File: config.mk
export PLATFORM = sky130hd
export DESIGN_NAME = cursor_pan_and_position_unit_flat
export DESIGN_NICKNAME = d
export VERILOG_FILES = /design/src/cpp_pkg.sv /design/src/cpp_point_if.sv /design/src/cpp_result_if.sv /design/src/cpp_cfg_if.sv /design/src/cursor_pan_and_position_unit.sv /design/src/flat_wrapper.sv
export SDC_FILE = /design/constraint.sdc
export NUM_CORES = 2
export LEC_CHECK = 0
export BUFFER_PORTS_ARGS = -buffer_cell sky130_fd_sc_hd__buf_2
export CAP_MARGIN = 20
export CORE_MARGIN = 10
export CORE_UTILIZATION = 65
export DETAILED_ROUTE_END_ITERATION = 8
export HOLD_SLACK_MARGIN = 0.03
export PLACE_DENSITY = 0.93
export SETUP_SLACK_MARGIN = 0.15
export SLEW_MARGIN = 5
export SYNTH_ARGS = -nofsm -noshare
export SYNTH_HDL_FRONTEND = slang
export SYNTH_SLANG_ARGS = --single-unit
File: constraint.sdc
create_clock -name clk -period 35.3 [get_ports clk]
set_input_delay 5.295 -clock clk [delete_from_list [all_inputs] [get_ports clk]]
set_output_delay 5.295 -clock clk [all_outputs]
set_load 0.02 [all_outputs]
File: src/cpp_pkg.sv
package cpp_pkg;

	localparam int CURSOR_ARRAY = 64;
	localparam int CURSOR_IMAGE = 16;
	localparam int CUR_PRESET = CURSOR_ARRAY - CURSOR_IMAGE;

	localparam int CFG_IDX_W = 3;
	localparam int CFG_DATA_W = 27;

	typedef enum logic [CFG_IDX_W-1:0] {
		CFG_SCREEN_WIDTH   = 3'd0,
		CFG_DEPTH_CODE     = 3'd1,
		CFG_VISIBLE_WIDTH  = 3'd2,
		CFG_VISIBLE_HEIGHT = 3'd3,
		CFG_HOTSPOT_X      = 3'd4,
		CFG_HOTSPOT_Y      = 3'd5,
		CFG_CURSOR_BASE    = 3'd6
	} cfg_idx_t;

	typedef enum logic [2:0] {
		DEPTH_1  = 3'd0,
		DEPTH_2  = 3'd1,
		DEPTH_4  = 3'd2,
		DEPTH_8  = 3'd3,
		DEPTH_16 = 3'd4,
		DEPTH_24 = 3'd5,
		DEPTH_32 = 3'd6
	} depth_t;

	// log2 of the horizontal pan step in pixels
	function automatic logic [2:0] step_shift(input logic [2:0] code);
		logic [2:0] k;
		case (depth_t'(code))
			DEPTH_1:  k = 3'd6;
			DEPTH_2:  k = 3'd5;
			DEPTH_4:  k = 3'd4;
			DEPTH_8:  k = 3'd3;
			DEPTH_16: k = 3'd2;
			DEPTH_24: k = 3'd3;
			DEPTH_32: k = 3'd1;
			default:  k = 3'd1;
		endcase
		return k;
	endfunction

endpackage

File: src/cpp_point_if.sv
interface cpp_point_if;
	logic               valid;
	logic               ready;
	logic signed [14:0] point_x;
	logic signed [14:0] point_y;

	modport source (output valid, output point_x, output point_y, input ready);
	modport sink (input valid, input point_x, input point_y, output ready);
endinterface

File: src/cpp_result_if.sv
interface cpp_result_if;
	logic        valid;
	logic        ready;
	logic        pan_changed;
	logic [31:0] display_start_word;
	logic [31:0] cursor_preset_word;
	logic [31:0] cursor_offset_word;
	logic [31:0] cursor_position_word;

	modport source (output valid, output pan_changed, output display_start_word,
		output cursor_preset_word, output cursor_offset_word,
		output cursor_position_word, input ready);
	modport sink (input valid, input pan_changed, input display_start_word,
		input cursor_preset_word, input cursor_offset_word,
		input cursor_position_word, output ready);
endinterface

File: src/cpp_cfg_if.sv
interface cpp_cfg_if;
	logic                           valid;
	logic                           ready;
	logic [cpp_pkg::CFG_IDX_W-1:0]  index;
	logic [cpp_pkg::CFG_DATA_W-1:0] data;

	modport source (output valid, output index, output data, input ready);
	modport sink (input valid, input index, input data, output ready);
endinterface

File: src/cursor_pan_and_position_unit.sv
// each word is registered in s1, s2 and s3; throughput: one word per cycle
// while result.ready holds; the pan window registers update as a word
// leaves the input register, so the following word sees the moved window
// reset (arst_n low): pipeline empty, window 0..640 by 0..480, registers at
// their defaults (640 wide, 8 bits per pixel, hot point 0, cursor base 0)
module cursor_pan_and_position_unit #(
	parameter int COORD_BITS = 16
) (
	input  logic         clk,
	input  logic         arst_n,
	cpp_point_if.sink    point,
	cpp_cfg_if.sink      cfg,
	cpp_result_if.source result
);

	localparam int XW = ((COORD_BITS > 15) ? COORD_BITS : 15) + 3;
	localparam int PW = COORD_BITS + 16;

	// configuration
	logic [13:0]        sw_q;
	logic [2:0]         dep_q;
	logic signed [6:0]  hsx_q;
	logic signed [6:0]  hsy_q;
	logic [26:0]        base_q;

	// pan window
	logic signed [COORD_BITS-1:0] min_x_q, min_y_q, max_x_q, max_y_q;

	// pipeline
	logic               v_s1, v_s2, v_s3;
	logic signed [14:0] px_s1, py_s1;
	logic               mv_s2;
	logic signed [COORD_BITS-1:0] mnx_s2, mny_s2;
	logic [31:0]        pre_s2, off_s2, pos_s2;
	logic               mv_s3;
	logic [31:0]        start_s3, pre_s3, off_s3, pos_s3;

	logic rdy1, rdy2, rdy3, fire_in, adv1, adv2, cfg_fire;

	assign rdy3 = !v_s3 || result.ready;
	assign rdy2 = !v_s2 || rdy3;
	assign rdy1 = !v_s1 || rdy2;
	assign point.ready = rdy1;
	assign cfg.ready = 1'b1;
	assign fire_in = point.valid && rdy1;
	assign adv1 = v_s1 && rdy2;
	assign adv2 = v_s2 && rdy3;
	assign cfg_fire = cfg.valid && cfg.ready;

	// window move
	logic [2:0]         k;
	logic [5:0]         sm1;
	logic signed [XW-1:0] px_e, py_e, mnx_e, mny_e, mxx_e, mxy_e, fl_x, cl_x;
	logic               in_win, lo_y, hi_y, lo_x, hi_x;
	logic signed [COORD_BITS-1:0] mny_a, mxy_a, mny_b, mxy_b;
	logic signed [COORD_BITS-1:0] mnx_a, mxx_a, mnx_b, mxx_b;

	assign k = cpp_pkg::step_shift(dep_q);
	assign sm1 = 6'((7'd1 << k) - 7'd1);
	assign px_e = XW'(px_s1);
	assign py_e = XW'(py_s1);
	assign mnx_e = XW'(min_x_q);
	assign mny_e = XW'(min_y_q);
	assign mxx_e = XW'(max_x_q);
	assign mxy_e = XW'(max_y_q);
	assign fl_x = px_e & ~XW'(sm1);
	assign cl_x = (px_e + XW'(sm1)) & ~XW'(sm1);

	assign in_win = px_e >= mnx_e && px_e <= mxx_e && py_e >= mny_e && py_e <= mxy_e;

	// vertical first, each correction sees the one before it
	assign lo_y = py_e < mny_e;
	assign mny_a = lo_y ? COORD_BITS'(py_e) : min_y_q;
	assign mxy_a = lo_y ? COORD_BITS'(mxy_e - mny_e + py_e) : max_y_q;
	assign hi_y = py_e > XW'(mxy_a);
	assign mny_b = hi_y ? COORD_BITS'(XW'(mny_a) + py_e - XW'(mxy_a)) : mny_a;
	assign mxy_b = hi_y ? COORD_BITS'(py_e) : mxy_a;

	assign lo_x = px_e < mnx_e;
	assign mnx_a = lo_x ? COORD_BITS'(fl_x) : min_x_q;
	assign mxx_a = lo_x ? COORD_BITS'(mxx_e - mnx_e + fl_x) : max_x_q;
	assign hi_x = px_e > XW'(mxx_a);
	assign mnx_b = hi_x ? COORD_BITS'(XW'(mnx_a) + cl_x - XW'(mxx_a)) : mnx_a;
	assign mxx_b = hi_x ? COORD_BITS'(cl_x) : mxx_a;

	// cursor words
	logic signed [XW-1:0] cx, cy, xo, yo, xc, yc, prx, pry, yo2;
	logic [31:0]        pre_w, off_w, pos_w;

	assign cx = px_e - XW'(mnx_b) + XW'(hsx_q);
	assign cy = py_e - XW'(mny_b) + XW'(hsy_q);
	assign xo = cx[XW-1] ? cx : '0;
	assign yo = cy[XW-1] ? cy : '0;
	assign xc = cx[XW-1] ? '0 : cx;
	assign yc = cy[XW-1] ? '0 : cy;
	assign prx = XW'(cpp_pkg::CUR_PRESET) - xo;
	assign pry = XW'(cpp_pkg::CUR_PRESET) - yo;
	assign yo2 = -(yo <<< 1);
	assign pre_w = {pry[15:0], 16'h0000} | 32'(prx);
	assign off_w = 32'(base_q >> 3) + 32'(yo2);
	assign pos_w = {yc[15:0], 16'h0000} | 32'(xc);

	// display start
	logic signed [PW-1:0] lin, lin_r, quo;
	logic [31:0]        start_w;

	assign lin = PW'(mny_s2) * PW'($signed({1'b0, sw_q})) + PW'(mnx_s2);
	assign lin_r = lin[PW-1] ? lin + PW'(sm1) : lin;
	assign quo = lin_r >>> k;
	assign start_w = mv_s2 ? ({sw_q[12:3], 22'h000000} | 32'(quo)) : 32'h0;

	always_ff @(posedge clk or negedge arst_n) begin
		if (!arst_n) begin
			sw_q <= 14'd640;
			dep_q <= 3'(cpp_pkg::DEPTH_8);
			hsx_q <= '0;
			hsy_q <= '0;
			base_q <= '0;
			min_x_q <= '0;
			min_y_q <= '0;
			max_x_q <= COORD_BITS'(640);
			max_y_q <= COORD_BITS'(480);
		end else if (cfg_fire) begin
			case (cpp_pkg::cfg_idx_t'(cfg.index))
				cpp_pkg::CFG_SCREEN_WIDTH: sw_q <= cfg.data[13:0];
				cpp_pkg::CFG_DEPTH_CODE: dep_q <= cfg.data[2:0];
				cpp_pkg::CFG_VISIBLE_WIDTH: begin
					min_x_q <= '0;
					max_x_q <= COORD_BITS'({1'b0, cfg.data[13:0]});
				end
				cpp_pkg::CFG_VISIBLE_HEIGHT: begin
					min_y_q <= '0;
					max_y_q <= COORD_BITS'({1'b0, cfg.data[13:0]});
				end
				cpp_pkg::CFG_HOTSPOT_X: hsx_q <= cfg.data[6:0];
				cpp_pkg::CFG_HOTSPOT_Y: hsy_q <= cfg.data[6:0];
				cpp_pkg::CFG_CURSOR_BASE: base_q <= cfg.data[26:0];
				default: begin
				end
			endcase
		end else if (adv1) begin
			min_x_q <= mnx_b;
			max_x_q <= mxx_b;
			min_y_q <= mny_b;
			max_y_q <= mxy_b;
		end
	end

	always_ff @(posedge clk or negedge arst_n) begin
		if (!arst_n) begin
			v_s1 <= 1'b0;
			v_s2 <= 1'b0;
			v_s3 <= 1'b0;
		end else begin
			if (fire_in)
				v_s1 <= 1'b1;
			else if (adv1)
				v_s1 <= 1'b0;
			if (adv1)
				v_s2 <= 1'b1;
			else if (adv2)
				v_s2 <= 1'b0;
			if (adv2)
				v_s3 <= 1'b1;
			else if (result.ready)
				v_s3 <= 1'b0;
		end
	end

	always_ff @(posedge clk) begin
		if (fire_in) begin
			px_s1 <= point.point_x;
			py_s1 <= point.point_y;
		end
		if (adv1) begin
			mv_s2 <= !in_win;
			mnx_s2 <= mnx_b;
			mny_s2 <= mny_b;
			pre_s2 <= pre_w;
			off_s2 <= off_w;
			pos_s2 <= pos_w;
		end
		if (adv2) begin
			mv_s3 <= mv_s2;
			start_s3 <= start_w;
			pre_s3 <= pre_s2;
			off_s3 <= off_s2;
			pos_s3 <= pos_s2;
		end
	end

	assign result.valid = v_s3;
	assign result.pan_changed = mv_s3;
	assign result.display_start_word = start_s3;
	assign result.cursor_preset_word = pre_s3;
	assign result.cursor_offset_word = off_s3;
	assign result.cursor_position_word = pos_s3;

	logic [COORD_BITS-1:0] span_x, span_y;
	assign span_x = COORD_BITS'(max_x_q - min_x_q);
	assign span_y = COORD_BITS'(max_y_q - min_y_q);

`ifndef ASSERT_OFF
	a_span_x_kept: assert property (@(posedge clk) disable iff (!arst_n)
		(adv1 && !cfg_fire) |=> span_x == $past(span_x))
		else $error("horizontal window size changed on a move");

	a_span_y_kept: assert property (@(posedge clk) disable iff (!arst_n)
		(adv1 && !cfg_fire) |=> span_y == $past(span_y))
		else $error("vertical window size changed on a move");

	a_width_write: assert property (@(posedge clk) disable iff (!arst_n)
		(cfg_fire && cfg.index == cpp_pkg::CFG_VISIBLE_WIDTH) |=> min_x_q == '0)
		else $error("window left bound not cleared by width write");

	a_no_move_start: assert property (@(posedge clk) disable iff (!arst_n)
		(v_s3 && !mv_s3) |-> start_s3 == 32'h0)
		else $error("start word set without a window move");
`endif

endmodule

File: src/flat_wrapper.sv
// flat-port wrapper written by rule: the top's interface ports become plain ports
module cursor_pan_and_position_unit_flat 
#(
	parameter int COORD_BITS = 16
)
  (clk, arst_n, point_valid, point_point_x, point_point_y, point_ready, cfg_valid, cfg_index, cfg_data, cfg_ready, result_valid, result_pan_changed, result_display_start_word, result_cursor_preset_word, result_cursor_offset_word, result_cursor_position_word, result_ready);
  cpp_point_if point_i ();
  cpp_cfg_if cfg_i ();
  cpp_result_if result_i ();
  input  logic clk;
  input  logic arst_n;
  input wire logic [$bits(point_i.valid)-1:0] point_valid;
  input wire logic [$bits(point_i.point_x)-1:0] point_point_x;
  input wire logic [$bits(point_i.point_y)-1:0] point_point_y;
  output wire logic [$bits(point_i.ready)-1:0] point_ready;
  input wire logic [$bits(cfg_i.valid)-1:0] cfg_valid;
  input wire logic [$bits(cfg_i.index)-1:0] cfg_index;
  input wire logic [$bits(cfg_i.data)-1:0] cfg_data;
  output wire logic [$bits(cfg_i.ready)-1:0] cfg_ready;
  output wire logic [$bits(result_i.valid)-1:0] result_valid;
  output wire logic [$bits(result_i.pan_changed)-1:0] result_pan_changed;
  output wire logic [$bits(result_i.display_start_word)-1:0] result_display_start_word;
  output wire logic [$bits(result_i.cursor_preset_word)-1:0] result_cursor_preset_word;
  output wire logic [$bits(result_i.cursor_offset_word)-1:0] result_cursor_offset_word;
  output wire logic [$bits(result_i.cursor_position_word)-1:0] result_cursor_position_word;
  input wire logic [$bits(result_i.ready)-1:0] result_ready;
  assign point_i.valid = point_valid;
  assign point_i.point_x = point_point_x;
  assign point_i.point_y = point_point_y;
  assign point_ready = point_i.ready;
  assign cfg_i.valid = cfg_valid;
  assign cfg_i.index = cfg_index;
  assign cfg_i.data = cfg_data;
  assign cfg_ready = cfg_i.ready;
  assign result_valid = result_i.valid;
  assign result_pan_changed = result_i.pan_changed;
  assign result_display_start_word = result_i.display_start_word;
  assign result_cursor_preset_word = result_i.cursor_preset_word;
  assign result_cursor_offset_word = result_i.cursor_offset_word;
  assign result_cursor_position_word = result_i.cursor_position_word;
  assign result_i.ready = result_ready;
  cursor_pan_and_position_unit #(.COORD_BITS(COORD_BITS)) u_core (.clk(clk), .arst_n(arst_n), .point(point_i), .cfg(cfg_i), .result(result_i));
endmodule
==> run summary <==
Overall Global Routing Usage = 31.0%
maxcap violations = 0
layout cells sized above 1 = 10.7%
initial core utilization = 65.5%
status = completed
Port Buffers = 195
syn_area_per_cell = 9.80 um^2
antenna violations before repair = 4
DRT Wirelength = 108 mm
FF-to-FF setup slack = 22.42 ns
Setup Viol. Count Final = 0
die area = 69,400 um^2
commonest non-fill, non-tap cell in the layout = inv_1
period utilization = 36.5%
Final Hold Viols = 0
synthesis warning total = 0
Synth Flop Type = edfxtp_1
core box area = 58,800 um^2
register bit count reported by yosys = 398
Buf+Inv Stages, Crit Path = 3
CTS Buffer Depth = 3
Area Growth Syn to Fin = 8.21%
Synth async-reset ratio = 30.7%
vias in the first global route = 31,500
register clock-pin slew on the reported worst setup and hold paths = 0.07 ns
setup bufs post-CTS = 0
Clock Skew = 0.0289 ns
top cells by area, synth = edfxtp_1, fa_1, ha_1
CTS buffer count = 44
antenna-violating nets left = 0
Worst Tran Pin Value = 1.05 ns
H-tree Lvls = 2
most frequent cells in the layout = inv_1, fa_1, nand2_1
DRC = 0
routability congestion estimate = 0.979
Max transition margin = 30.0%
Die W = 263 um
CP arrival = 13.22 ns
fin nets = 4,782
Worst R2R Start = u_core.py_s1[9]$_DFFE_PP_
Top Ports = 197
R2R cell count = 49
WP data required = 35.64 ns
drt initial violations = 3,513
post-cts resize count = 0
first-pass iteration count of the detailed router = 6
CP Capture Point = u_core.off_s2[24]$_DFFE_PP_
Detailed Place HPWL = 82.8 mm
Mapped Cells = 3,928
FF-to-FF End = u_core.off_s2[24]$_DFFE_PP_
Crit-path slowest cell = a2111oi_0
wire length per cell = 22.3 um
RSZ-0062 raised after global routing = no
gr ovfl total = 0
top cell family by delay on the critical path = compound AO/OA/AOI/OAI gates
via/cell ratio = 6.30
DR vias = 30,700
Post-synth EDFFs = 276
synth unique cells = 98
fmax = 77.7 MHz
fin crit period = 12.88 ns
Worst path max stage delay = 0.62 ns
clock latency on the worst-skew pair = 0.60 ns
hold_buf cts = 0
CTS Root Cell = clkbuf_16
crit path max fanout = 50
synthesized area = 38,500 um^2
Synth top area share = 21.5%
crit end category = flop
Die Height = 263 um
Crit. path cell count = 49
Min-Delay Path Class = reg2reg
largest net degree at the start of global routing = 76
clock sinks = 398
Startpoint Class = flop
sequential area share after synthesis = 29.5%
site row count = 89
setup_tns = 0 ns
max-slew violation count = 0
Yosys top cell by area = edfxtp_1
CTS tree = done
Setup crit start = u_core.py_s1[9]$_DFFE_PP_
first-pass GRT wire length = 173 mm
critical path class = reg2reg
## state kept, by name (all words and copies together), names as in the netlist, 15 cells and up
signal	flops
u_core.max_x_q	16
u_core.max_y_q	16
u_core.min_y_q	16
u_core.base_q	24
u_core.result.cursor_position_word	32
u_core.result.display_start_word	32
u_core.px_s1	15
u_core.py_s1	15
u_core.mny_s2	16
u_core.pos_s2	32
u_core.off_s2	26
u_core.result.cursor_offset_word	26
u_core.min_x_q	16
u_core.result.cursor_preset_word	32
u_core.mnx_s2	16
u_core.pre_s2	32
## cell usage after synthesis (22+ instances only)
| library cell | n |
|---|---|
| nand3_1 | 62 |
| edfxtp_1 | 276 |
| nor2b_1 | 36 |
| nor2_1 | 228 |
| a22o_1 | 22 |
| nor3_1 | 81 |
| mux2i_1 | 67 |
| xor2_1 | 51 |
| xnor2_1 | 143 |
| nand2_1 | 329 |
| o21a_1 | 36 |
| mux2_2 | 75 |
| o21bai_1 | 26 |
| nand4_1 | 30 |
| a211oi_1 | 39 |
| and2_1 | 140 |
| o211ai_1 | 29 |
| nand2b_1 | 32 |
| fa_1 | 340 |
| a21oi_1 | 185 |
| o21ai_0 | 136 |
| ha_1 | 322 |
| o22ai_1 | 31 |
| clkbuf_1 | 120 |
| a31oi_1 | 32 |
| a21o_1 | 60 |
| and3_1 | 37 |
| dfrtp_1 | 112 |
| inv_1 | 553 |
## metrics by stage
step | cell area [um^2] | worst slack, ns | cells | utilization [%] | hold slack [ns]
after floorplan | 38500 | 24.01 | 3931 | - | 0.400
after global placement | 40100 | 23.06 | 4780 | 68.2 | 0.400
after detailed placement | 40100 | 22.95 | 4780 | 68.2 | 0.405
after CTS | 41600 | 22.78 | 4862 | 70.8 | 0.418
after global routing | 41700 | 21.68 | 4864 | 70.9 | 0.426
final | 41700 | 22.42 | 4865 | 70.9 | 0.419
## layout make-up
class                           count  area [um^2]
Timing Repair Buffer              220         1170
Fill cell                        4112        17100
Inverter                          561         2110
Sequential cell                   398        11400
Clock buffer                       48         1140
Tap cell                          773          967
Clock inverter                     34          410
Antenna cell                        1         2.50
Multi-Input combinational cell   2830        24500
## worst min path at each step
stage / startpoint / cells after the start / to
after floorplan: u_core.off_s2[0]$_DFFE_PP_ / 0 / u_core.result.cursor_offset_word[0]$_DFFE_PP_
after global placement: u_core.pos_s2[10]$_SDFFCE_PP0P_ / 0 / u_core.result.cursor_position_word[10]$_DFFE_PP_
after detailed placement: u_core.off_s2[14]$_DFFE_PP_ / 0 / u_core.result.cursor_offset_word[14]$_DFFE_PP_
after CTS: u_core.pre_s2[17]$_DFFE_PP_ / 0 / u_core.result.cursor_preset_word[17]$_DFFE_PP_
after global routing: u_core.off_s2[30]$_DFFE_PP_ / 0 / u_core.result.cursor_offset_word[30]$_DFFE_PP_
final: u_core.off_s2[14]$_DFFE_PP_ / 0 / u_core.result.cursor_offset_word[14]$_DFFE_PP_
## logic make-up after synthesis
group	count (synthesis)	share of synthesized area (%)
buffers and inverters	703	7.02
muxes	144	3.99
xor gates and xnor gates	196	4.53
DFF	398	29.5
AOI/OAI and AO/OA	751	13.1
other	2	0.0195
adders and majority gates	663	28.2
and+or+nand+nor	1071	13.7
## per-layer routing
layer	wire length [um]	vias up	GRT usage [%]	part of all wire (%)
li1	-	13700	-	-
met2	51500	1717	50.6	48
met5	27	-	0	0.025
met3	10400	342	5.75	9.6
met1	40700	14900	39.2	38
met4	5630	4	15.3	5.2
Power is left out: the tool's default activity adds up to more than one toggle a clock period on the data nets, which glitch-free logic cannot reach.
